`src/rtl/ptc_pkg.sv`:
```
// Shared types, constants and prescaler tables for the prescaled timer trio.
// Used by the interfaces' neighbors, the register file, the front, the queue and the back unit.
// No dependencies.
package ptc_pkg;

	localparam int MAX_CYCLES = 15;
	localparam int QUEUE_DEPTH_DEFAULT = 2;

	localparam int CYC_W = 4;
	localparam int RES_W = 11;
	localparam int PRESC_W = 11;
	localparam int CNT8_W = 8;
	localparam int CNT16_W = 16;
	localparam int FLAG_W = 3;
	localparam int IRQ_W = 9;

	// Largest residue: a residue just below the largest prescaler plus a full advance.
	localparam logic [RES_W-1:0] RES_MAX = RES_W'(1023 + MAX_CYCLES);

	// Flag bit positions within a timer's group.
	localparam int FLAG_OVF = 0;
	localparam int FLAG_CMPA = 1;
	localparam int FLAG_CMPB = 2;

	// Register indexes on the configuration port.
	localparam logic [2:0] REG_T0_CONTROL = 3'd0;
	localparam logic [2:0] REG_T0_COMPARES = 3'd1;
	localparam logic [2:0] REG_T1_CONTROL = 3'd2;
	localparam logic [2:0] REG_T1_COMPARES = 3'd3;
	localparam logic [2:0] REG_T2_CLOCK_SELECT = 3'd4;
	localparam logic [2:0] REG_T2_COMPARES = 3'd5;
	localparam logic [2:0] REG_IRQ_MASKS = 3'd6;

	// Command codes of the input channel.
	localparam logic [1:0] CMD_ADVANCE = 2'd0;
	localparam logic [1:0] CMD_CLEAR = 2'd1;
	localparam logic [1:0] CMD_LOAD = 2'd2;

	// Timer selector codes.
	localparam logic [1:0] PICK_ZERO = 2'd0;
	localparam logic [1:0] PICK_ONE = 2'd1;
	localparam logic [1:0] PICK_TWO = 2'd2;

	// Waveform mode codes that select clear-on-compare.
	localparam logic [1:0] WGM0_CTC = 2'd2;
	localparam logic [1:0] WGM1_CTC = 2'b01;

	typedef enum logic [1:0] {
		OP_ADV,
		OP_CLR,
		OP_LOAD,
		OP_NOP
	} op_t;

	typedef struct packed {
		op_t op;
		logic [CYC_W-1:0] cyc;
		logic [1:0] pick;
		logic [FLAG_W-1:0] clr;
		logic [CNT16_W-1:0] load;
	} job_t;

	typedef struct packed {
		logic [5:0] t0_control;
		logic [15:0] t0_compares;
		logic [4:0] t1_control;
		logic [31:0] t1_compares;
		logic [2:0] t2_clock_select;
		logic [15:0] t2_compares;
		logic [IRQ_W-1:0] irq_masks;
	} cfg_t;

	// Prescaler of timers zero and one; zero means stopped.
	function automatic logic [PRESC_W-1:0] presc_zero_one(input logic [2:0] sel);
		logic [PRESC_W-1:0] p;
		case (sel)
			3'd1: p = PRESC_W'(1);
			3'd2: p = PRESC_W'(8);
			3'd3: p = PRESC_W'(64);
			3'd4: p = PRESC_W'(256);
			3'd5: p = PRESC_W'(1024);
			default: p = '0;
		endcase
		return p;
	endfunction

	// Prescaler of timer two; zero means stopped.
	function automatic logic [PRESC_W-1:0] presc_two(input logic [2:0] sel);
		logic [PRESC_W-1:0] p;
		case (sel)
			3'd1: p = PRESC_W'(1);
			3'd2: p = PRESC_W'(8);
			3'd3: p = PRESC_W'(32);
			3'd4: p = PRESC_W'(64);
			3'd5: p = PRESC_W'(128);
			3'd6: p = PRESC_W'(256);
			3'd7: p = PRESC_W'(1024);
			default: p = '0;
		endcase
		return p;
	endfunction

endpackage

```
`src/rtl/ptc_if.sv`:
```
// Valid/ready channel interfaces of the timer trio: request items in, result items out.
// Stand-alone; payload widths follow the item and result fields.
interface ptc_in_if;
	logic valid;
	logic ready;
	logic [1:0] cmd;
	logic [3:0] cycle_count;
	logic [1:0] timer_pick;
	logic [2:0] clear_bits;
	logic [15:0] load_value;

	modport source (output valid, cmd, cycle_count, timer_pick, clear_bits, load_value,
		input ready);
	modport sink (input valid, cmd, cycle_count, timer_pick, clear_bits, load_value,
		output ready);
endinterface

interface ptc_out_if;
	logic valid;
	logic ready;
	logic [7:0] count_zero;
	logic [15:0] count_one;
	logic [7:0] count_two;
	logic [2:0] flags_zero;
	logic [2:0] flags_one;
	logic [2:0] flags_two;
	logic [8:0] irq_raised;

	modport source (output valid, count_zero, count_one, count_two, flags_zero, flags_one,
		flags_two, irq_raised, input ready);
	modport sink (input valid, count_zero, count_one, count_two, flags_zero, flags_one,
		flags_two, irq_raised, output ready);
endinterface

```
`src/rtl/ptc_regs.sv`:
```
// Configuration register file of the timer trio behind an APB-style port.
// Depends on ptc_pkg for the register indexes and the cfg_t bundle.
module ptc_regs import ptc_pkg::*; (
	input logic clk,
	input logic arst_n,
	input logic psel,
	input logic penable,
	input logic pwrite,
	input logic [4:0] paddr,
	input logic [31:0] pwdata,
	output logic [31:0] prdata,
	output logic pready,
	output cfg_t cfg
);

	cfg_t cfg_q;
	logic wr_en;
	logic [2:0] reg_idx;

	assign pready = 1'b1;
	assign wr_en = psel && penable && pwrite && pready;
	assign reg_idx = paddr[4:2];
	assign cfg = cfg_q;

	always_ff @(posedge clk or negedge arst_n) begin
		if (!arst_n) begin
			cfg_q <= '0;
		end else if (wr_en) begin
			case (reg_idx)
				REG_T0_CONTROL: cfg_q.t0_control <= pwdata[5:0];
				REG_T0_COMPARES: cfg_q.t0_compares <= pwdata[15:0];
				REG_T1_CONTROL: cfg_q.t1_control <= pwdata[4:0];
				REG_T1_COMPARES: cfg_q.t1_compares <= pwdata;
				REG_T2_CLOCK_SELECT: cfg_q.t2_clock_select <= pwdata[2:0];
				REG_T2_COMPARES: cfg_q.t2_compares <= pwdata[15:0];
				REG_IRQ_MASKS: cfg_q.irq_masks <= pwdata[IRQ_W-1:0];
				default: ;
			endcase
		end
	end

	always_comb begin
		case (reg_idx)
			REG_T0_CONTROL: prdata = 32'(cfg_q.t0_control);
			REG_T0_COMPARES: prdata = 32'(cfg_q.t0_compares);
			REG_T1_CONTROL: prdata = 32'(cfg_q.t1_control);
			REG_T1_COMPARES: prdata = cfg_q.t1_compares;
			REG_T2_CLOCK_SELECT: prdata = 32'(cfg_q.t2_clock_select);
			REG_T2_COMPARES: prdata = 32'(cfg_q.t2_compares);
			REG_IRQ_MASKS: prdata = 32'(cfg_q.irq_masks);
			default: prdata = '0;
		endcase
	end

endmodule

```
`src/rtl/ptc_front.sv`:
```
// Front end of the timer trio: accepts request items and classifies them into jobs.
// Depends on ptc_pkg and ptc_in_if; feeds ptc_queue.
module ptc_front import ptc_pkg::*; (
	ptc_in_if.sink item,
	input logic full,
	output logic push,
	output job_t push_job
);

	logic pick_ok;

	assign item.ready = !full;
	assign push = item.valid && !full;
	assign pick_ok = (item.timer_pick == PICK_ZERO) || (item.timer_pick == PICK_ONE)
		|| (item.timer_pick == PICK_TWO);

	always_comb begin
		push_job.pick = item.timer_pick;
		push_job.clr = item.clear_bits;
		push_job.load = item.load_value;
		if (item.cycle_count > MAX_CYCLES) begin
			push_job.cyc = CYC_W'(MAX_CYCLES);
		end else begin
			push_job.cyc = item.cycle_count;
		end
		// Clears and loads aimed at no timer still report the state, so they become no-ops.
		case (item.cmd)
			CMD_ADVANCE: push_job.op = OP_ADV;
			CMD_CLEAR: push_job.op = pick_ok ? OP_CLR : OP_NOP;
			CMD_LOAD: push_job.op = pick_ok ? OP_LOAD : OP_NOP;
			default: push_job.op = OP_NOP;
		endcase
	end

endmodule

```
`src/rtl/ptc_queue.sv`:
```
// Short job queue between the front end and the back unit of the timer trio.
// Depends on ptc_pkg for job_t.
module ptc_queue import ptc_pkg::*; #(
	parameter int DEPTH = QUEUE_DEPTH_DEFAULT
) (
	input logic clk,
	input logic arst_n,
	input logic push,
	input job_t push_job,
	output logic full,
	input logic pop,
	output logic head_valid,
	output job_t head_job
);

	localparam int PW = $clog2(DEPTH);
	localparam int CW = $clog2(DEPTH + 1);

	job_t slots_q [DEPTH];
	logic [PW-1:0] wr_q;
	logic [PW-1:0] rd_q;
	logic [CW-1:0] count_q;
	logic do_push;
	logic do_pop;

	assign full = (count_q == CW'(DEPTH));
	assign head_valid = (count_q != '0);
	assign head_job = slots_q[rd_q];
	assign do_push = push && !full;
	assign do_pop = pop && head_valid;

	always_ff @(posedge clk) begin
		if (do_push) begin
			slots_q[wr_q] <= push_job;
		end
	end

	always_ff @(posedge clk or negedge arst_n) begin
		if (!arst_n) begin
			wr_q <= '0;
			rd_q <= '0;
			count_q <= '0;
		end else begin
			if (do_push) begin
				wr_q <= (wr_q == PW'(DEPTH - 1)) ? '0 : wr_q + PW'(1);
			end
			if (do_pop) begin
				rd_q <= (rd_q == PW'(DEPTH - 1)) ? '0 : rd_q + PW'(1);
			end
			if (do_push && !do_pop) begin
				count_q <= count_q + CW'(1);
			end else if (do_pop && !do_push) begin
				count_q <= count_q - CW'(1);
			end
		end
	end

endmodule

```
`src/rtl/ptc_back.sv`:
```
// Back unit of the timer trio: runs jobs against the timer state, one tick per timer per cycle,
// and holds the result in an output register. Depends on ptc_pkg and ptc_out_if.
module ptc_back import ptc_pkg::*; (
	input logic clk,
	input logic arst_n,
	input cfg_t cfg,
	input logic head_valid,
	input job_t head_job,
	output logic pop,
	ptc_out_if.source result
);

	localparam logic [1:0] ST_IDLE = 2'd0;
	localparam logic [1:0] ST_TICK = 2'd1;
	localparam logic [1:0] ST_DONE = 2'd2;

	typedef struct packed {
		logic [CNT16_W-1:0] cnt;
		logic [FLAG_W-1:0] set;
	} tick_t;

	function automatic tick_t do_tick(input logic [CNT16_W-1:0] cnt, input logic wide,
		input logic [CNT16_W-1:0] cmpa, input logic [CNT16_W-1:0] cmpb, input logic ctc);
		tick_t r;
		logic [CNT16_W-1:0] nxt;
		nxt = cnt + CNT16_W'(1);
		if (!wide) begin
			nxt[CNT16_W-1:CNT8_W] = '0;
		end
		r.set = '0;
		if (nxt == '0) begin
			r.set[FLAG_OVF] = 1'b1;
		end
		// Compare B looks at the count after a clear-on-compare.
		if (nxt == cmpa) begin
			r.set[FLAG_CMPA] = 1'b1;
			if (ctc) begin
				nxt = '0;
			end
		end
		if (nxt == cmpb) begin
			r.set[FLAG_CMPB] = 1'b1;
		end
		r.cnt = nxt;
		return r;
	endfunction

	logic [1:0] state_q;
	logic [RES_W-1:0] res0_q, res1_q, res2_q;
	logic [CNT8_W-1:0] cnt0_q;
	logic [CNT16_W-1:0] cnt1_q;
	logic [CNT8_W-1:0] cnt2_q;
	logic [FLAG_W-1:0] flags0_q, flags1_q, flags2_q;
	logic [IRQ_W-1:0] irq_q;
	logic out_valid_q;

	logic [PRESC_W-1:0] presc0, presc1, presc2;
	logic ctc0, ctc1;
	logic due0, due1, due2;
	logic any_due;
	logic out_free;
	tick_t tk0, tk1, tk2;
	logic [IRQ_W-1:0] irq_new;

	assign presc0 = presc_zero_one(cfg.t0_control[2:0]);
	assign presc1 = presc_zero_one(cfg.t1_control[2:0]);
	assign presc2 = presc_two(cfg.t2_clock_select);
	assign ctc0 = !cfg.t0_control[3] && (cfg.t0_control[5:4] == WGM0_CTC);
	assign ctc1 = (cfg.t1_control[4:3] == WGM1_CTC);

	assign due0 = (presc0 != '0) && (res0_q >= presc0);
	assign due1 = (presc1 != '0) && (res1_q >= presc1);
	assign due2 = (presc2 != '0) && (res2_q >= presc2);
	assign any_due = due0 || due1 || due2;

	assign tk0 = do_tick(CNT16_W'(cnt0_q), 1'b0, CNT16_W'(cfg.t0_compares[7:0]),
		CNT16_W'(cfg.t0_compares[15:8]), ctc0);
	assign tk1 = do_tick(cnt1_q, 1'b1, cfg.t1_compares[15:0], cfg.t1_compares[31:16], ctc1);
	assign tk2 = do_tick(CNT16_W'(cnt2_q), 1'b0, CNT16_W'(cfg.t2_compares[7:0]),
		CNT16_W'(cfg.t2_compares[15:8]), 1'b0);

	assign irq_new = {due2 ? tk2.set : 3'b000, due1 ? tk1.set : 3'b000,
		due0 ? tk0.set : 3'b000} & cfg.irq_masks;

	assign pop = (state_q == ST_IDLE) && head_valid;
	assign out_free = !out_valid_q || result.ready;
	assign result.valid = out_valid_q;

	always_ff @(posedge clk or negedge arst_n) begin
		if (!arst_n) begin
			state_q <= ST_IDLE;
			res0_q <= '0;
			res1_q <= '0;
			res2_q <= '0;
			cnt0_q <= '0;
			cnt1_q <= '0;
			cnt2_q <= '0;
			flags0_q <= '0;
			flags1_q <= '0;
			flags2_q <= '0;
			irq_q <= '0;
			out_valid_q <= 1'b0;
		end else begin
			// A new result replaces the one being taken in the same cycle.
			if ((state_q == ST_DONE) && out_free) begin
				out_valid_q <= 1'b1;
			end else if (result.ready) begin
				out_valid_q <= 1'b0;
			end
			case (state_q)
				ST_IDLE: begin
					if (pop) begin
						irq_q <= '0;
						state_q <= ST_DONE;
						case (head_job.op)
							OP_ADV: begin
								// Stopped timers keep their residue.
								if (presc0 != '0) begin
									res0_q <= res0_q + RES_W'(head_job.cyc);
								end
								if (presc1 != '0) begin
									res1_q <= res1_q + RES_W'(head_job.cyc);
								end
								if (presc2 != '0) begin
									res2_q <= res2_q + RES_W'(head_job.cyc);
								end
								state_q <= ST_TICK;
							end
							OP_CLR: begin
								case (head_job.pick)
									PICK_ZERO: flags0_q <= flags0_q & ~head_job.clr;
									PICK_ONE: flags1_q <= flags1_q & ~head_job.clr;
									default: flags2_q <= flags2_q & ~head_job.clr;
								endcase
							end
							OP_LOAD: begin
								case (head_job.pick)
									PICK_ZERO: cnt0_q <= head_job.load[CNT8_W-1:0];
									PICK_ONE: cnt1_q <= head_job.load;
									default: cnt2_q <= head_job.load[CNT8_W-1:0];
								endcase
							end
							default: ;
						endcase
					end
				end
				ST_TICK: begin
					if (any_due) begin
						if (due0) begin
							res0_q <= res0_q - presc0;
							cnt0_q <= tk0.cnt[CNT8_W-1:0];
							flags0_q <= flags0_q | tk0.set;
						end
						if (due1) begin
							res1_q <= res1_q - presc1;
							cnt1_q <= tk1.cnt;
							flags1_q <= flags1_q | tk1.set;
						end
						if (due2) begin
							res2_q <= res2_q - presc2;
							cnt2_q <= tk2.cnt[CNT8_W-1:0];
							flags2_q <= flags2_q | tk2.set;
						end
						irq_q <= irq_q | irq_new;
					end else begin
						state_q <= ST_DONE;
					end
				end
				ST_DONE: begin
					if (out_free) begin
						state_q <= ST_IDLE;
					end
				end
				default: state_q <= ST_IDLE;
			endcase
		end
	end

	always_ff @(posedge clk) begin
		if ((state_q == ST_DONE) && out_free) begin
			result.count_zero <= cnt0_q;
			result.count_one <= cnt1_q;
			result.count_two <= cnt2_q;
			result.flags_zero <= flags0_q;
			result.flags_one <= flags1_q;
			result.flags_two <= flags2_q;
			result.irq_raised <= irq_q;
		end
	end

	// Once ticking ends, every running timer has fewer cycles left than one period.
	a_tick_drained: assert property (@(posedge clk) disable iff (!arst_n)
		(state_q == ST_DONE) && ($past(state_q) == ST_TICK) |->
		((presc0 == '0) || (res0_q < presc0)) && ((presc1 == '0) || (res1_q < presc1))
		&& ((presc2 == '0) || (res2_q < presc2)))
		else $error("residue left at or above a prescaler period after ticking");

	a_res_bound: assert property (@(posedge clk) disable iff (!arst_n)
		(res0_q <= RES_MAX) && (res1_q <= RES_MAX) && (res2_q <= RES_MAX))
		else $error("prescaler residue beyond its largest reachable value");

	a_irq_masked: assert property (@(posedge clk) disable iff (!arst_n)
		(state_q == ST_TICK) |-> ((irq_q & ~cfg.irq_masks) == '0))
		else $error("interrupt raised with its mask bit off");

	a_irq_flagged: assert property (@(posedge clk) disable iff (!arst_n)
		(state_q == ST_TICK) |-> ((irq_q & {flags2_q, flags1_q, flags0_q}) == irq_q))
		else $error("interrupt raised without its flag set");

endmodule

```
`src/rtl/prescaled_timer_counter_trio.sv`:
```
// Three prescaled timers (8-bit, 16-bit, 8-bit) with compare A/B match, overflow flags and
// masked interrupt requests. Every request item returns one result with all counts, all flags
// and the interrupts raised by that item. A clear, load or no-op item goes from idle straight
// to the done state; an advance item holds the back unit's tick state while any running timer
// still has a full prescaler period left, with one tick per timer per cycle. A timer completes
// at most 15 periods per advance at prescaler 1, and up to 1038 right after a prescaler is
// lowered while a large residue is held. A two-entry queue lets requests be taken while the
// back unit ticks, and the result register lets the next item start while a result waits.
module prescaled_timer_counter_trio import ptc_pkg::*; #(
	parameter int QUEUE_DEPTH = QUEUE_DEPTH_DEFAULT
) (
	input logic clk,
	input logic arst_n,
	input logic psel,
	input logic penable,
	input logic pwrite,
	input logic [4:0] paddr,
	input logic [31:0] pwdata,
	output logic [31:0] prdata,
	output logic pready,
	ptc_in_if.sink item,
	ptc_out_if.source result
);

	cfg_t cfg;
	logic push;
	job_t push_job;
	logic full;
	logic pop;
	logic head_valid;
	job_t head_job;

	ptc_regs u_regs (
		.clk(clk),
		.arst_n(arst_n),
		.psel(psel),
		.penable(penable),
		.pwrite(pwrite),
		.paddr(paddr),
		.pwdata(pwdata),
		.prdata(prdata),
		.pready(pready),
		.cfg(cfg)
	);

	ptc_front u_front (
		.item(item),
		.full(full),
		.push(push),
		.push_job(push_job)
	);

	ptc_queue #(
		.DEPTH(QUEUE_DEPTH)
	) u_queue (
		.clk(clk),
		.arst_n(arst_n),
		.push(push),
		.push_job(push_job),
		.full(full),
		.pop(pop),
		.head_valid(head_valid),
		.head_job(head_job)
	);

	ptc_back u_back (
		.clk(clk),
		.arst_n(arst_n),
		.cfg(cfg),
		.head_valid(head_valid),
		.head_job(head_job),
		.pop(pop),
		.result(result)
	);

endmodule

```
`src/flat_wrapper.sv`:
```
// flat-port wrapper written by rule: the top's interface ports become plain ports
module prescaled_timer_counter_trio_flat import ptc_pkg::*;
#(
	parameter int QUEUE_DEPTH = QUEUE_DEPTH_DEFAULT
)
  (clk, arst_n, psel, penable, pwrite, paddr, pwdata, prdata, pready, item_valid, item_cmd, item_cycle_count, item_timer_pick, item_clear_bits, item_load_value, item_ready, result_valid, result_count_zero, result_count_one, result_count_two, result_flags_zero, result_flags_one, result_flags_two, result_irq_raised, result_ready);
  ptc_in_if item_i ();
  ptc_out_if result_i ();
  input logic clk;
  input logic arst_n;
  input logic psel;
  input logic penable;
  input logic pwrite;
  input logic [4:0] paddr;
  input logic [31:0] pwdata;
  output logic [31:0] prdata;
  output logic pready;
  input wire logic [$bits(item_i.valid)-1:0] item_valid;
  input wire logic [$bits(item_i.cmd)-1:0] item_cmd;
  input wire logic [$bits(item_i.cycle_count)-1:0] item_cycle_count;
  input wire logic [$bits(item_i.timer_pick)-1:0] item_timer_pick;
  input wire logic [$bits(item_i.clear_bits)-1:0] item_clear_bits;
  input wire logic [$bits(item_i.load_value)-1:0] item_load_value;
  output wire logic [$bits(item_i.ready)-1:0] item_ready;
  output wire logic [$bits(result_i.valid)-1:0] result_valid;
  output wire logic [$bits(result_i.count_zero)-1:0] result_count_zero;
  output wire logic [$bits(result_i.count_one)-1:0] result_count_one;
  output wire logic [$bits(result_i.count_two)-1:0] result_count_two;
  output wire logic [$bits(result_i.flags_zero)-1:0] result_flags_zero;
  output wire logic [$bits(result_i.flags_one)-1:0] result_flags_one;
  output wire logic [$bits(result_i.flags_two)-1:0] result_flags_two;
  output wire logic [$bits(result_i.irq_raised)-1:0] result_irq_raised;
  input wire logic [$bits(result_i.ready)-1:0] result_ready;
  assign item_i.valid = item_valid;
  assign item_i.cmd = item_cmd;
  assign item_i.cycle_count = item_cycle_count;
  assign item_i.timer_pick = item_timer_pick;
  assign item_i.clear_bits = item_clear_bits;
  assign item_i.load_value = item_load_value;
  assign item_ready = item_i.ready;
  assign result_valid = result_i.valid;
  assign result_count_zero = result_i.count_zero;
  assign result_count_one = result_i.count_one;
  assign result_count_two = result_i.count_two;
  assign result_flags_zero = result_i.flags_zero;
  assign result_flags_one = result_i.flags_one;
  assign result_flags_two = result_i.flags_two;
  assign result_irq_raised = result_i.irq_raised;
  assign result_i.ready = result_ready;
  prescaled_timer_counter_trio #(.QUEUE_DEPTH(QUEUE_DEPTH)) u_core (.clk(clk), .arst_n(arst_n), .psel(psel), .penable(penable), .pwrite(pwrite), .paddr(paddr), .pwdata(pwdata), .prdata(prdata), .pready(pready), .item(item_i), .result(result_i));
endmodule
```
`config.mk`:
```
export PLATFORM = sky130hd
export DESIGN_NAME = prescaled_timer_counter_trio_flat
export DESIGN_NICKNAME = d
export VERILOG_FILES = /design/src/rtl/ptc_pkg.sv /design/src/rtl/ptc_if.sv /design/src/rtl/ptc_regs.sv /design/src/rtl/ptc_front.sv /design/src/rtl/ptc_queue.sv /design/src/rtl/ptc_back.sv /design/src/rtl/prescaled_timer_counter_trio.sv /design/src/flat_wrapper.sv
export SDC_FILE = /design/constraint.sdc
export NUM_CORES = 1
export LEC_CHECK = 0
export ABC_AREA = 1
export BUFFER_PORTS_ARGS = -buffer_cell sky130_fd_sc_hd__buf_2
export CORE_MARGIN = 3
export CORE_UTILIZATION = 45
export DETAILED_ROUTE_END_ITERATION = 8
export GPL_TIMING_DRIVEN = 0
export PLACE_DENSITY = 0.64
export SYNTH_ARGS = -nofsm -noshare
export SYNTH_HDL_FRONTEND = slang
export SYNTH_HIERARCHICAL = 1
export SYNTH_SLANG_ARGS = --single-unit
```
`constraint.sdc`:
```
create_clock -name clk -period 3.54 [get_ports clk]
set_input_delay 0.708 -clock clk [delete_from_list [all_inputs] [get_ports clk]]
set_output_delay 0.708 -clock clk [all_outputs]
set_load 0.05 [all_outputs]
```
== Word-level counts from Yosys, hierarchy flattened ==
Memories as Yosys holds them, arrays and structs flattened.
Index checks and enable logic that the tools add are counted.

* Input bits: 71
* Logic and storage cells: 263
* Flip-flop bits (word level): 227
* ROM bits: 0
* Output and inout port bits: 85
* Memory bits (writable): 54
* Memories kept: 1
* Latch bits: 0

* Shifts and indexed selects: 0
* Equal/unequal tests: 57
* Bitwise operators: 9
* Add/subtract/negate cells: 13
* Reduce and logical (&&, ||, !) cells: 58
* Magnitude comparators: 3
* Muxes and demuxes: 93
* $mul: 0
* Div/mod/pow operators: 0

{| class="wikitable"
|+ Memories
! name !! words !! width !! rd ports !! clocked after memory_dff !! wr ports !! RTL line !! text
|-
| u_core.u_queue.slots_q || 2 || 27 || 1 || 0 || 1 || ptc_queue.sv:19 || <nowiki>job_t slots_q [DEPTH];</nowiki>
|}

{| class="wikitable"
|+ Operators by type and width
! cell !! number
|-
| 32-bit one-hot mux with 7 select lines || 1
|-
| 11-bit two-way mux || 15
|-
| 16-bit two-way mux || 7
|-
| 11-bit one-hot mux with 5 select lines || 2
|-
| 8-bit two-way mux || 12
|-
| 11-bit one-hot mux with 7 select lines || 1
|-
| 11-bit one-hot mux with 2 select lines || 3
|-
| 3-bit two-way mux || 18
|-
| 6-bit AND reduction || 9
|-
| 16-bit logical NOT || 3
|-
| 11-bit by 4-bit adder with 11-bit output || 3
|-
| 3-bit equality test, second input constant || 11
|-
| 11-bit >= comparator || 3
|-
| 11-bit nonzero test || 3
|-
| 11-bit subtractor || 3
|-
| 16-bit equality test || 2
|-
| 16-bit one-hot mux with 2 select lines || 1
|-
| 8-bit one-hot mux with 2 select lines || 2
|-
| 3-bit by 2-bit equality test with 1-bit output, second input constant || 8
|-
| 8-bit equality test || 3
|-
| 2-bit inequality test, second input constant || 10
|-
| 9-bit two-way mux || 2
|-
| 3-bit one-hot mux with 2 select lines || 3
|-
| 9-bit one-hot mux with 2 select lines || 1
|-
| other kinds (27) || 107
|}

== Depth between registers and ports, before layout ==
* Depth after elaboration: 11
* Gate-level depth with buffers: 22
* Mapped depth without buffers: 21

== Cells and area by module ==
The synthesis kept the hierarchy.

{| class="wikitable"
|+ Modules (own cells, without submodules)
! module !! instances !! sequential area each (um2) !! cells each !! area an instance (um2)
|-
| ptc_back || 1 || 3653.5 || 1278 || 9460.3
|-
| ptc_regs || 1 || 2177.1 || 530 || 4215.3
|-
| ptc_queue || 1 || 1721.7 || 172 || 2245.9
|-
| ptc_front || 1 || 0.0 || 34 || 224.0
|}

== Least setup slack after synthesis ==
Ideal clock, no wire load.

* Path type: input to register
* From: input port result_ready
* To: register u_core.u_back.result.count_one[0], enable pin
* Path buffers: 0
* Stages: 2
* Data arrival time: 2857 ps
* Library setup time: 458 ps
* Setup slack: 224 ps
* Data required time: 3082 ps
* Cell sequence: nor2_1 nor2_1

* Longest elaborated chain between the ends: 2

{| class="wikitable"
|+ Ends and longest elaborated chain
! element !! RTL line !! text
|-
| from (decl) || flat_wrapper.sv:33 || <nowiki>input wire logic [$bits(result_i.ready)-1:0] result_ready;</nowiki>
|-
| 1-bit logical OR || ptc_back.sv:86 || <nowiki>assign out_free = !out_valid_q || result.ready;</nowiki>
|-
| 1-bit logical AND || ptc_back.sv:180 || <nowiki>if ((state_q == ST_DONE) && out_free) begin</nowiki>
|-
| to (signal assigned) || ptc_back.sv:182 || <nowiki>result.count_one <= cnt1_q;</nowiki>
|-
| to (decl) || ptc_if.sv:29 || <nowiki>modport source (output valid, count_zero, count_one, count_two, flags_zero, flags_one,</nowiki>
|}

No other way between the ends.
A chain may end at the register's enable or synchronous reset.

== Worst setup path in the final report ==
* From: register u_core.u_regs.cfg_q (netlist bit u_core/u_regs/cfg[83])
* To: register u_core.u_back.res1_q[5]

* Longest elaborated chain between the ends: 8
* Elaborated cells on any way between the ends: 13
* Classes of those cells: 1 x order compare; 6 x eq/ne; 1 x mux; 5 x reduce/logical

{| class="wikitable"
|+ Ends and longest elaborated chain
! element !! RTL line !! text
|-
| from (decl) || ptc_regs.sv:16 || <nowiki>cfg_t cfg_q;</nowiki>
|-
| 3-bit equality test (tied with other cells) || ptc_pkg.sv:76 || <nowiki>case (sel)</nowiki>
|-
| 11-bit one-hot mux with 5 select lines * || ptc_pkg.sv:76 ||
|-
| 11-bit >= comparator / 11-bit nonzero test (equally long branches) || ptc_back.sv:71 || <nowiki>assign due0 = (presc0 != '0) && (res0_q >= presc0);</nowiki>
|-
| 1-bit logical AND * || ptc_back.sv:71 ||
|-
| 1-bit logical OR * (2 in series) || ptc_back.sv:74 || <nowiki>assign any_due = due0 || due1 || due2;</nowiki>
|-
| 2-bit inequality test (no source line) * || -- ||
|-
| 6-bit AND reduction (no source line) * || -- ||
|-
| to (signal assigned) || ptc_back.sv:122 || <nowiki>res1_q <= res1_q + RES_W'(head_job.cyc);</nowiki>
|-
| to (signal assigned) || ptc_back.sv:155 || <nowiki>res1_q <= res1_q - presc1;</nowiki>
|-
| to (decl) || ptc_back.sv:49 || <nowiki>logic [RES_W-1:0] res0_q, res1_q, res2_q;</nowiki>
|}

Every way passes the cells marked *; elsewhere a longest branch is shown, timed or not.

==> results.ini <==
[outcome]
status = finished clean

[logic_synthesis]
synthSimpleGateAreaFrac_pct = 28.1
syn_area_per_cell_um2 = 8.02
synthAdderAreaFrac_pct = 3.24
synth-edff-count = 104
synth_top_family_by_area = simple AND/OR/NAND/NOR gates
yosysWarnings = 6
netlist_area_um2 = 16100
synthXorXnorAreaFrac_pct = 3.01
syn_nets = 2125
ys.flop_type = dfrtp_1
synth_compound_area_share_pct = 9.66
synth-seq-area-share_pct = 46.8
muxShareOfSynthArea_pct = 0.349
ys_types = 56
async_reset_ff_share_pct = 63.0
ys_seq_elements = 281
netlist_instances = 2014

[global_route]
grt.total_usage_pct = 24.6
grt_max_degree = 95
grt_pass1_vias = 13400
antenna_found_initial = 1
overflow = 0
grt_pass1_wl_mm = 74.3

[cells_and_area]
area_growth_pct = 14.9
drive_above_1_share_pct = 14.8
fillers = 3316
most-common-layout-cells = nand2_1, inv_1, dfrtp_1
fin_nets = 2288
fin_area_um2 = 18500
layout_commonest_cell = nand2_1

[clocking]
clk_path_buf_depth = 3
cts.clk_slew.worst_paths_ns = 0.06
root_buffer = clkbuf_16
clk_latency_ns = 0.59
tritoncts = done
cts_sinks = 281
post_cts_buffers = 0
cts-hold-fix-buffers = 0
numCtsBuffers = 31
ctsHtreeMaxLevel = 1

[timing]
setup_violations = 0
fmax_ghz = 0.299
hold_violations = 0
tightest_slew_ns = 1.21
fin_crit_ns = 3.35
maxSlewViolCount = 0
period_share_pct = 94.5
final.setup.worst_slack_ns = 0.194
finClkSkew_ns = 0.0267
grt_setup_unrepaired = yes
hold_ws_ns = 0.117
slew_headroom_pct = 18.5

[drt]
first_pass_iters = 6
totalWireLength_mm = 48.5
vias = 14300
post_drt_wl_per_cell_um = 18.3
drc = 0
viasPerCell = 5.39
first_iter_violations = 1369
ant_nets = 0

[power_and_ir_drop]
power_frac_seq_pct = 32.3
powerDensity_nw_per_um2 = 883
vdd_ir_drop_max_mv = 0.575
p_int_w = 0.00881
switching_share_pct = 46.2
pwr-share-comb_pct = 47.3
p_leak_nw = 8.83
power_frac_clock_pct = 20.4
power.switching_w = 0.00756

[hold_path]
hp-class = input pin to asynchronous set/reset pin

[floorplan]
die_area_um2 = 38200
die_x_um = 195
fp.dieH_um = 195
row_count = 68
io_pins = 156
start_util_pct = 46.2
core-area_um2 = 35000

[flow_run]
drv_cap = 0

[worst_setup_path]
r2r_cells = 17
r2r-end = u_core/u_back/res1_q[5]
critPathMaxFanout = 10
rr_startpoint = u_core/u_regs/cfg[83]
cp.arrival_ns = 3.81
r2r_slack_ns = 0.19
start_kind = register
crit_type = register to register
cp.required_ns = 4.00
endpoint_kind = register

[placed_design]
place_area_um2 = 17400
dp_slack_ns = 0.0342
gp_congestion = 0.956
post-dp-hpwl_mm = 36.9
port_buffers = 127

-- worst max-delay path, cell delays in order (launching register included) --
cell and delay (ns):
dfrtp_1 0.46, inv_1 0.12, nand3_1 0.11, ha_1 0.35
inv_1 0.06, or2_1 0.22, nor3_1 0.21, nand3_1 0.11
nand4_1 0.10, nand2_1 0.12, nand3_1 0.14, o21ai_2 0.12
inv_1 0.22, nand2_2 0.19, inv_1 0.13, buf_2 0.23
nand3_1 0.13, xor2_1 0.17
-- cell usage after synthesis (7+ instances only) --
cell type	number	area [um^2]
nand2_1	585	2200
inv_1	221	830
dfrtp_1	177	4430
o21ai_0	170	851
nor2_1	159	597
nand3_1	113	566
edfxtp_1	104	3120
nand4_1	58	363
a21oi_1	47	235
buf_4	37	278
ha_1	37	463
nor3_1	31	155
xor2_1	30	263
clkbuf_1	28	105
xnor2_1	20	175
nand3b_1	19	143
nand2_2	17	106
buf_2	14	70.1
o21ai_1	14	70.1
a31oi_1	13	81.3
o211ai_1	13	97.6
nor2_2	12	75.1
nor4_1	9	56.3
buf_6	7	78.8
nor2_4	7	78.8
-- power groups by stage --
stage	Clock (W)	Sequential (W)	Combinational [W]
2_1_floorplan	0	0.00584	0.00482
3_3_place_gp	0	0.00533	0.00735
3_5_place_dp	0	0.00533	0.00754
4_1_cts	0.00341	0.00527	0.00758
5_1_grt	0.00355	0.00539	0.00855
6_report	0.00334	0.00529	0.00775
-- metrics by stage --
stage	util, %	cells	TNS [ns]	total power, W
2_1_floorplan	-	2014	0	0.0107
3_3_place_gp	49.6	2596	-275.64	0.0127
3_5_place_dp	49.9	2599	0	0.0129
4_1_cts	52.9	2657	0	0.0163
5_1_grt	53.0	2657	-0.0849	0.0175
6_report	53.0	2658	0	0.0164
-- layer usage --
layer | GRT usage, % | up-vias | wire [um]
li1 | - | 6944 | -
met1 | 35.5 | 6758 | 21700
met2 | 39.2 | 538 | 22000
met3 | 3.21 | 90 | 3340
met4 | 6.94 | 0 | 1390
met5 | 0 | - | 0
-- layout make-up --
| cell class | instances | area (um^2) | share of cell area [%] |
|---|---|---|---|
| sequential | 281 | 7550 | 40.7 |
| clock buffer | 38 | 822 | 4.43 |
| antenna | 1 | 2.50 | 0.0135 |
| multi-input combinational | 1413 | 7220 | 38.9 |
| inverter | 231 | 870 | 4.69 |
| clock inverter | 20 | 229 | 1.23 |
| tap | 455 | 569 | 3.07 |
| buffer | 89 | 564 | 3.04 |
| timing repair buffer | 130 | 721 | 3.89 |
-- cell families (layout without fill, tap and decap cells) --
logic type	after synthesis	in the layout
buf+inv	320	508
fa+ha+maj	40	40
simple gates	1030	1030
compound gates	285	285
xor+xnor	52	52
mux	5	5
flops	281	281
other cells	1	2
-- flip-flops by register name (all words and copies together) (netlist names), 8 cells and up --
| name | count |
|---|---|
| u_core/u_back/cnt0_q | 8 |
| u_core/u_back/result.count_zero | 8 |
| u_core/u_back/result.count_one | 16 |
| u_core/u_back/res1_q | 11 |
| u_core/u_back/result.count_two | 8 |
| u_core/u_back/result.irq_raised | 9 |
| u_core/u_back/res2_q | 11 |
| u_core/u_regs/cfg | 87 |
| u_core/u_back/cnt2_q | 8 |
| u_core/u_queue/slots_q | 54 |
| u_core/u_back/cnt1_q | 16 |
| u_core/u_back/irq_q | 9 |
| u_core/u_back/res0_q | 11 |
-- worst max-delay path by stage --
stage	start	to	cells after the start
final	u_core/u_regs/cfg[83]	u_core/u_back/res1_q[5]	17
after global routing	u_core/u_regs/cfg[60]	u_core/u_back/res1_q[9]	17
after floorplan	result_ready	u_core/u_back/result.count_one[0]	2
after global placement	arst_n	u_core/u_regs/cfg[19]	1
after CTS	u_core/u_regs/cfg[61]	u_core/u_back/res2_q[1]	15
after detailed placement	u_core/u_regs/cfg[83]	u_core/u_back/cnt0_q[3]	16
-- repair_timing --
action | 4_1_cts | 5_1_grt
pin swaps | 0 | 0
setup endpoints to repair | 1 | 52
gates resized for setup | 1 | 18
Note: power is estimated with default switching activity, not from simulation.
